`src/hw/rtl/pfq_pkg.sv`:
```
package pfq_pkg;

  localparam int unsigned IdWidth   = 4;
  localparam int unsigned PrioWidth = 8;

  localparam logic REQ_INSERT = 1'b0;
  localparam logic REQ_REMOVE = 1'b1;

  localparam logic [1:0] MODE_PRIO = 2'd0;
  localparam logic [1:0] MODE_FIFO = 2'd1;

  typedef enum logic [2:0] {
    ST_OK        = 3'd0,
    ST_BAD_MODE  = 3'd1,
    ST_NOT_FOUND = 3'd2,
    ST_DUPLICATE = 3'd3,
    ST_FULL      = 3'd4
  } status_t;

  typedef enum logic {
    FSM_IDLE,
    FSM_EXEC
  } state_t;

  // Contents of one queue slot.
  typedef struct packed {
    logic                        valid;
    logic [IdWidth-1:0]          id;
    logic signed [PrioWidth-1:0] prio;
  } slot_t;

  // Command broadcast to every cell during the execute cycle.
  typedef struct packed {
    logic                        do_ins;
    logic                        do_rem;
    logic                        fifo;
    logic [IdWidth-1:0]          id;
    logic signed [PrioWidth-1:0] prio;
  } cell_cmd_t;

endpackage

```
`src/hw/rtl/pfq_cell.sv`:
```
module pfq_cell (
  input  logic              clk,
  input  logic              rst,
  input  pfq_pkg::cell_cmd_t cmd,
  input  pfq_pkg::slot_t    left,
  input  pfq_pkg::slot_t    right,
  input  logic              ins_before_in,
  output logic              ins_before_out,
  input  logic              match_upto_in,
  output logic              match_upto_out,
  output logic              match,
  output pfq_pkg::slot_t    slot
);
  import pfq_pkg::*;

  logic lower;
  logic ins_here;

  assign match = slot.valid && (slot.id == cmd.id);
  // In priority mode an occupied slot of strictly lower priority, or the first free slot, is where
  // a new entry lands; the carry chain picks the first such cell.
  assign lower          = slot.valid && !cmd.fifo && (slot.prio < cmd.prio);
  assign ins_here       = lower || !slot.valid;
  assign ins_before_out = ins_before_in || ins_here;
  assign match_upto_out = match_upto_in || match;

  always_ff @(posedge clk) begin
    if (rst) begin
      slot.valid <= 1'b0;
    end else if (cmd.do_ins) begin
      if (ins_before_in) begin
        slot <= left;
      end else if (ins_here) begin
        slot <= '{valid: 1'b1, id: cmd.id, prio: cmd.prio};
      end
    end else if (cmd.do_rem) begin
      if (match_upto_out) begin
        slot <= right;
      end
    end
  end

endmodule

```
`src/hw/rtl/priority_fifo_ready_queue.sv`:
```
// Ready queue of up to QUEUE_DEPTH entry ids held in a row of slot cells, head
// in cell 0. A transaction is accepted when start is high and busy is low; busy
// then stays high for the execute cycle, in which every cell compares the request
// against its slot and, on success, the row shifts by one place to open or close a gap. The
// result appears with done for exactly one cycle, registered from the execute
// state, and the receiver cannot stall it. A new transaction may be accepted in
// the cycle that done is shown, but not while busy, so a transaction is only
// taken once the cell row is through with the last one.
module priority_fifo_ready_queue #(
  parameter int unsigned QUEUE_DEPTH = 16
) (
  input  logic                                 clk,
  input  logic                                 rst,
  input  logic                                 start,
  output logic                                 busy,
  input  logic                                 req_type,
  input  logic [pfq_pkg::IdWidth-1:0]          entry_id,
  input  logic signed [pfq_pkg::PrioWidth-1:0] entry_priority,
  input  logic [1:0]                           insert_mode,
  output logic                                 done,
  output logic [2:0]                           status,
  output logic                                 head_valid,
  output logic [pfq_pkg::IdWidth-1:0]          head_id,
  output logic [$clog2(QUEUE_DEPTH+1)-1:0]     entry_count
);
  import pfq_pkg::*;

  localparam int unsigned CntWidth = $clog2(QUEUE_DEPTH + 1);

  state_t state, state_next;

  logic                        req_q;
  logic [IdWidth-1:0]          id_q;
  logic signed [PrioWidth-1:0] prio_q;
  logic [1:0]                  mode_q;

  logic [CntWidth-1:0] cnt;
  status_t             status_q, status_next;
  logic                done_q;

  cell_cmd_t cmd;
  slot_t     slots [QUEUE_DEPTH];
  logic [QUEUE_DEPTH:0] ins_chain;
  logic [QUEUE_DEPTH:0] match_chain;
  logic [QUEUE_DEPTH-1:0] slot_hits;
  logic found;
  logic full;
  logic exec;

  assign exec  = (state == FSM_EXEC);
  assign busy  = exec;
  assign found = |slot_hits;
  assign full  = (cnt == CntWidth'(QUEUE_DEPTH));

  always_ff @(posedge clk) begin
    if (rst) begin
      state <= FSM_IDLE;
    end else begin
      state <= state_next;
    end
  end

  always_comb begin
    state_next = state;
    unique case (state)
      FSM_IDLE: if (start) state_next = FSM_EXEC;
      FSM_EXEC: state_next = FSM_IDLE;
      default:  state_next = FSM_IDLE;
    endcase
  end

  always_ff @(posedge clk) begin
    if (start && !busy) begin
      req_q  <= req_type;
      id_q   <= entry_id;
      prio_q <= entry_priority;
      mode_q <= insert_mode;
    end
  end

  always_comb begin
    status_next = ST_OK;
    if (req_q == REQ_INSERT) begin
      if (mode_q != MODE_PRIO && mode_q != MODE_FIFO) begin
        status_next = ST_BAD_MODE;
      end else if (found) begin
        status_next = ST_DUPLICATE;
      end else if (full) begin
        status_next = ST_FULL;
      end
    end else if (!found) begin
      status_next = ST_NOT_FOUND;
    end
  end

  always_comb begin
    cmd.do_ins = exec && (req_q == REQ_INSERT) && (status_next == ST_OK);
    cmd.do_rem = exec && (req_q == REQ_REMOVE) && (status_next == ST_OK);
    cmd.fifo   = (mode_q == MODE_FIFO);
    cmd.id     = id_q;
    cmd.prio   = prio_q;
  end

  assign ins_chain[0]   = 1'b0;
  assign match_chain[0] = 1'b0;

  for (genvar i = 0; i < QUEUE_DEPTH; i++) begin : g_cell
    slot_t left_s, right_s;
    if (i == 0) begin : g_first
      assign left_s = '0;
    end else begin : g_mid_l
      assign left_s = slots[i-1];
    end
    if (i == QUEUE_DEPTH - 1) begin : g_last
      assign right_s = '0;
    end else begin : g_mid_r
      assign right_s = slots[i+1];
    end

    pfq_cell u_cell (
      .clk            (clk),
      .rst            (rst),
      .cmd            (cmd),
      .left           (left_s),
      .right          (right_s),
      .ins_before_in  (ins_chain[i]),
      .ins_before_out (ins_chain[i+1]),
      .match_upto_in  (match_chain[i]),
      .match_upto_out (match_chain[i+1]),
      .match          (slot_hits[i]),
      .slot           (slots[i])
    );
  end

  always_ff @(posedge clk) begin
    if (rst) begin
      cnt    <= '0;
      done_q <= 1'b0;
    end else begin
      done_q <= exec;
      if (cmd.do_ins) begin
        cnt <= cnt + CntWidth'(1);
      end else if (cmd.do_rem) begin
        cnt <= cnt - CntWidth'(1);
      end
    end
  end

  always_ff @(posedge clk) begin
    if (exec) begin
      status_q <= status_next;
    end
  end

  assign done        = done_q;
  assign status      = status_q;
  assign head_valid  = slots[0].valid;
  assign head_id     = slots[0].valid ? slots[0].id : '0;
  assign entry_count = cnt;

  a_count_range: assert property (@(posedge clk) disable iff (rst)
    cnt <= CntWidth'(QUEUE_DEPTH))
    else $error("entry count exceeds depth");

  a_head_matches_count: assert property (@(posedge clk) disable iff (rst)
    slots[0].valid == (cnt != '0))
    else $error("head slot valid disagrees with entry count");

  a_done_after_exec: assert property (@(posedge clk) disable iff (rst)
    done |-> $past(busy))
    else $error("result strobe without an execute cycle");

  a_insert_grows: assert property (@(posedge clk) disable iff (rst)
    done && (status == ST_OK) && (req_q == REQ_INSERT) |-> cnt == $past(cnt) + CntWidth'(1))
    else $error("successful insert did not grow the queue");

  a_last_cell_full: assert property (@(posedge clk) disable iff (rst)
    slots[QUEUE_DEPTH-1].valid == full)
    else $error("tail cell valid disagrees with full flag");

endmodule

```
`config.mk`:
```
export PLATFORM = sky130hd
export DESIGN_NAME = priority_fifo_ready_queue
export DESIGN_NICKNAME = d
export VERILOG_FILES = /design/src/hw/rtl/pfq_pkg.sv /design/src/hw/rtl/pfq_cell.sv /design/src/hw/rtl/priority_fifo_ready_queue.sv
export SDC_FILE = /design/constraint.sdc
export NUM_CORES = 1
export LEC_CHECK = 0
export BUFFER_PORTS_ARGS = -buffer_cell sky130_fd_sc_hd__buf_2
export CORE_UTILIZATION = 55
export CTS_BUF_LIST = sky130_fd_sc_hd__clkbuf_8
export DETAILED_ROUTE_END_ITERATION = 10
export GPL_TIMING_DRIVEN = 1
export PLACE_DENSITY = 0.71
export SLEW_MARGIN = 20
export SYNTH_ARGS = -nofsm -noshare
export SYNTH_HDL_FRONTEND = slang
export SYNTH_HIERARCHICAL = 1
export SYNTH_SLANG_ARGS = --single-unit
```
`constraint.sdc`:
```
create_clock -name clk -period 19.33 [get_ports clk]
set_clock_uncertainty 0.05 [all_clocks]
set_input_delay 0.9665 -clock clk [delete_from_list [all_inputs] [get_ports clk]]
set_output_delay 0.9665 -clock clk [all_outputs]
set_load 0.01 [all_outputs]
```
==> impl_metrics.ini, run 1 <==
[setup_path]
path_common_cell = o21ai_2
cp-startpoint = prio_q[2]
critical_path.max_fanout = 32
critPathSlowestCell = a32o_1
rr_startpoint = prio_q[2]
cp_num_cells = 54
end_kind = register
crit_family = compound AO/OA/AOI/OAI gates
critical_path.endpoint = g_cell[15].u_cell/slot[11]
rrSetupSlack_ns = 6.76
worst_ep_arrival_time_ns = 12.75
path_class = register to register
crit_buf_inv = 3
timing.rr.end = g_cell[15].u_cell/slot[11]
required_ns = 19.51
slowest_delay_ns = 0.47
startpoint_type = register
r2r_cells = 54

[min_path]
min_path_type = register to register

[cts]
postCtsSetupBuffers = 0
cts_buffers = 43
ctsHoldBuffers = 0
post_cts_resized = 0
clkSinkCount = 233
clock-root-buffer = clkbuf_8
cts_tree = done
h-tree-depth = 2
worstSkewPairLatency_ns = 0.55
clockBufferDepth = 3
clk_transition_reported_paths_ns = 0.06

[timing]
post-route-period-util_pct = 65.0
rsz0062_at_grt = false
finalCriticalPeriod_ns = 12.57
fin_tns_setup_ns = 0
max_freq_ghz = 0.0795
finalHoldViolations = 0
slew_headroom_pct = 35.0
tightest_slew_ns = 0.975
setup_violations = 0
slew_viol_final = 0

[synth]
post-synth-top-count-cell = nor2_1
post_synth_num_cell_types = 42
syn_inst = 1631
ys_top_cells_by_count = nor2_1, a21oi_1, edfxtp_1, mux2i_1, inv_1
synth_top_cell_area_share_pct = 39.2
synth_top_area_cell = edfxtp_1
ys_dominant_reg_cell = edfxtp_1
ys_top_cells_by_area = edfxtp_1, mux2i_1, ha_1, a21oi_1, nor2_1
synthArstFlopShare_pct = 0
synth_edf_count = 210
ys_seq_area_share_pct = 42.1
ys_ff_latch = 233
netlist_area_um2 = 16100
yosys_warnings = 6
syn_avg_cell_area_um2 = 9.86

[pwr]
pwr-share-clk_pct = 40.0
combPwrFrac_pct = 10.4
sw_frac_of_total_pct = 26.3
p_per_area_nw_per_um2 = 65.3
internal-power_uw = 839
netSwitchingPower_uw = 299
p_leak_nw = 8.34
seqPwrFrac_pct = 49.6
p_total_mw = 1.14
ir_worst_vdd_v = 0.0000517

[global_route]
gr-usage-all-layers_pct = 27.5
overflow = 0
grt_first_pass_wirelength_um = 65800
grt_antenna_before_repair = 0
first_global_vias = 12400
grt_max_degree = 244

[route]
wl_um = 41500
drcViolationCount = 0
vias_per_cell = 5.92
ant_nets = 0
drt-pass1-iter-count = 6
drt_iter0_drc = 1025
vias = 12400
wire_per_inst_um = 19.8

[die]
io-pin-count = 33
rows = 62
die_w_um = 173
die_area_um2 = 29900
start_util_pct = 56.0
die_h_um = 173
coreArea_um2 = 28700

[placement]
place_hpwl_um = 28200
port_buffers = 32
gp_congestion = 0.830
dpl.cell_count = 2016

[layout]
area_growth_pct = 8.37
finalNetCount = 1811
finalNonFillerCells = 2095
drive_above_1_share_pct = 8.71
n_antenna_cell = 0

[job]
cap_violations = 0

[outcome]
status = finished clean
cells in the final DEF (no fill, tap or decap), drive strengths merged, types with 48 or more instances in the layout:
master,n
ha,115
clkbuf,48
mux2i,195
buf,53
edfxtp,210
nor2,247
inv,170
xor2,48
a21oi,226
worst min-delay path: stages, from the launching register on:
cell and delay, ns:
dfxtp_1 0.34, nor2_1 0.11, a31oi_1 0.09
worst min-delay path by stage:
| stage | from | slack (ns) | end | cells after the start |
|---|---|---|---|---|
| after global placement | entry_count[4] | 0.50 | entry_count[4] | 3 |
| after CTS | entry_id[3] | 0.51 | id_q[3] | 1 |
| after detailed placement | entry_count[3] | 0.52 | entry_count[3] | 2 |
| final | g_cell[15].u_cell/slot[12] | 0.52 | g_cell[14].u_cell/slot[12] | 2 |
| after global routing | entry_id[3] | 0.51 | id_q[3] | 1 |
| after floorplan | g_cell[15].u_cell/slot[12] | 0.46 | g_cell[14].u_cell/slot[12] | 2 |
power by group through the flow:
stage | combinational [mW] | sequential (mW) | clock, mW
2_1_floorplan | 0.0741 | 0.581 | 0
3_3_place_gp | 0.111 | 0.575 | 0
4_1_cts | 0.116 | 0.564 | 0.466
5_1_grt | 0.131 | 0.565 | 0.485
6_report | 0.118 | 0.565 | 0.455
3_5_place_dp | 0.116 | 0.575 | 0
registers in the layout, summed over array words and instances, names as in the netlist:
register / flops
mode_q: 2
req_q: 1
entry_count: 5
status: 3
prio_q: 8
id_q: 4
g_cell.u_cell/slot: 208
busy: 1
done: 1
stage by stage:
step	instance area, um2	setup slack, ns	hold WS [ns]	util (%)
finish	17400	6.76	0.524	60.7
detailed placement	16600	6.87	0.523	57.9
floorplan	16200	9.46	0.461	-
global placement	16600	7.29	0.499	57.9
CTS	17400	6.83	0.509	60.7
global route	17400	5.82	0.515	60.7
layer usage:
layer	up-vias	GRT usage [%]	wire, um
met5	-	0	0
met4	0	8.70	989
met3	86	4.09	2340
met2	336	45.7	19500
met1	6008	37.0	18700
li1	5971	-	-
cell families (layout without fill, tap and decap cells):
family                   Yosys count  in the layout  share of synthesized area [%]
flip-flops                       233            233                           42.1
other                              1             29                         0.0233
AO/OA/AOI/OAI                    360            360                           13.5
AND/OR/NAND/NOR                  430            430                           13.5
adder cells (fa/ha/maj)          116            116                           9.07
multiplexers                     196            196                           12.3
buffers and inverters            228            280                           5.94
XOR/XNOR                          67             67                           3.65
layout make-up:
class                      instances  area [um2]
fill                            2449       11300
multi-input combinational       1198        8470
sequential                       233        6770
clock buffer                      48         661
inverter                         148         563
tap                              384         480
timing repair buffer              53         330
clock inverter                    31         153
Note: power is estimated with default switching activity, not from simulation.
==> inputs of run 2 (changes only) <==
==> constraint.sdc (replaced) <==
create_clock -name clk -period 11.7 [get_ports clk]
set_clock_uncertainty 0.05 [all_clocks]
set_input_delay 0.585 -clock clk [delete_from_list [all_inputs] [get_ports clk]]
set_output_delay 0.585 -clock clk [all_outputs]
set_load 0.01 [all_outputs]
==> run 2 against run 1 <==
Against the previous run: cell area increased by 0.75%; largest cell class unchanged; register-to-register slack got worse by 5.9 ns; critical endpoint is now g_cell[15].u_cell/slot[10]; routed wire length fell by 0.34%; global-route usage decreased by 0.19 points; first-iteration DRC count rose by 14%; die area unchanged; count of clock-buffer cells in the layout decreased by 3; critical path depth decreased by 3; largest power group unchanged; worst hold slack got worse by 0.36 ns; sequential power increased by 65%; setup slack worse by 5.9 ns; maximum frequency rose by 16%.
==> impl_metrics.ini, run 2 (synthesis gave the netlist of run 1 again) <==
[outcome]
status = finished clean

[cts]
clk_transition_reported_paths_ns = 0.06
ctsHoldBuffers = 0
clkSinkCount = 233
worstSkewPairLatency_ns = 0.56
cts_buffers = 42
clockBufferDepth = 3
cts_tree = done
clock-root-buffer = clkbuf_8
h-tree-depth = 2

[job]
cap_violations = 0

[min_path]
hp-start = req_type
min_path_cells = 1
min_to = req_q
min_path_type = input port to register

[timing]
finalHoldViolations = 0
setup_violations = 0
fin_tns_setup_ns = 0
tightest_slew_ns = 0.985
slew_headroom_pct = 34.3
slew_viol_final = 0
finalCriticalPeriod_ns = 10.85
post-route-period-util_pct = 92.8
hold_ws_ns = 0.162
max_freq_ghz = 0.0921

[setup_path]
critPathSlowestCell = edfxtp_1
path_class = register to register
rrSetupSlack_ns = 0.85
worst_ep_arrival_time_ns = 11.07
startpoint_type = register
rr_startpoint = g_cell[0].u_cell/slot[2]
critical_path.max_fanout = 15
timing.rr.end = g_cell[15].u_cell/slot[10]
end_kind = register
slowest_delay_ns = 0.41
required_ns = 11.92
crit_buf_inv = 0
r2r_cells = 51
crit_family = compound AO/OA/AOI/OAI gates

[layout]
mostFrequentLayoutCells = nor2_1, a21oi_1, edfxtp_1
finalNonFillerCells = 2102
drive_above_1_share_pct = 9.14
multi_input_area_um2 = 8580
seqCellArea_um2 = 6770
largest_reg_flops = 208
final_common_cell = nor2_1
top_register = g_cell.u_cell/slot
finalNetCount = 1819
n_antenna_cell = 0
area_growth_pct = 9.18
nFillCells = 2445

[die]
die_area_um2 = 29900
die_w_um = 173
start_util_pct = 56.0
rows = 62
die_h_um = 173
coreArea_um2 = 28700
io-pin-count = 33

[placement]
place_hpwl_um = 27900
dpl.cell_count = 2013
gp_congestion = 0.871
port_buffers = 32

[route]
drt-pass1-iter-count = 6
ant_nets = 0
wl_um = 41400
drcViolationCount = 0
drt_iter0_drc = 1170
vias_per_cell = 5.90
wire_per_inst_um = 19.7
vias = 12400

[global_route]
grt_antenna_before_repair = 1
grt_first_pass_wirelength_um = 65300
gr-usage-all-layers_pct = 27.3
overflow = 0
grt_max_degree = 241
first_global_vias = 12300

[pwr]
p_leak_nw = 8.38
p_per_area_nw_per_um2 = 104
ir_worst_vdd_v = 0.000110
==> run 2: cell types whose count changed in the layout (fill, tap and decap cells not counted), sizes merged <==
cell and change:
bufinv -1, clkinv +4, buf +9, clkbuf -3, inv -2
==> run 2: worst max path at each step <==
stage,from,end,depth (start not counted)
global placement,mode_q[1],g_cell[15].u_cell/slot[11],50
finish,g_cell[0].u_cell/slot[2],g_cell[15].u_cell/slot[10],51
CTS,g_cell[0].u_cell/slot[2],g_cell[15].u_cell/slot[6],51
global route,g_cell[0].u_cell/slot[7],g_cell[15].u_cell/slot[6],50
detailed placement,mode_q[1],g_cell[15].u_cell/slot[11],50
floorplan,mode_q[1],g_cell[15].u_cell/slot[0],65
==> run 2: layout make-up <==
cell class | instances | area share (%)
clock buffer | 45 | 3.53
clock inverter | 32 | 0.727
inverter | 148 | 3.21
multi-input combinational | 1198 | 48.9
sequential | 233 | 38.5
tap | 384 | 2.74
timing repair buffer | 62 | 2.38
==> run 2: metal layers <==
| metal | up-vias | GRT usage, % | wire length (um) |
|---|---|---|---|
| met1 | 5944 | 36.8 | 18200 |
| met3 | 101 | 3.54 | 2270 |
| li1 | 5972 | - | - |
| met2 | 384 | 45.4 | 19800 |
| met4 | 2 | 9.44 | 1130 |
| met5 | - | 0 | 9 |
==> run 2: what timing repair did <==
| item | 4_1_cts | 5_1_grt |
|---|---|---|
| pin swaps | 0 | 0 |
| hold endpoints to repair | 0 | 0 |
| gates resized for setup | 1 | 15 |
| setup buffers | 2 | 9 |
| cloned | 0 | 0 |
| setup endpoints to repair | 12 | 37 |
==> run 2: stage by stage <==
step | utilization, % | cell area [um2] | setup slack, ns | power, mW
after floorplan | - | 16200 | 1.83 | 1.08
after global placement | 57.8 | 16600 | 0.109 | 1.13
after detailed placement | 57.8 | 16600 | -0.277 | 1.14
after CTS | 60.5 | 17400 | 0.0439 | 1.84
after global routing | 61.2 | 17600 | -0.00217 | 1.90
final | 61.2 | 17600 | 0.847 | 1.83
==> run 2: report_power, final <==
part	total, mW	switching (mW)	internal (mW)
clock network	0.702	0.349	0.353
registers	0.933	0.0137	0.919
logic	0.196	0.127	0.0697
total	1.83	0.489	1.34
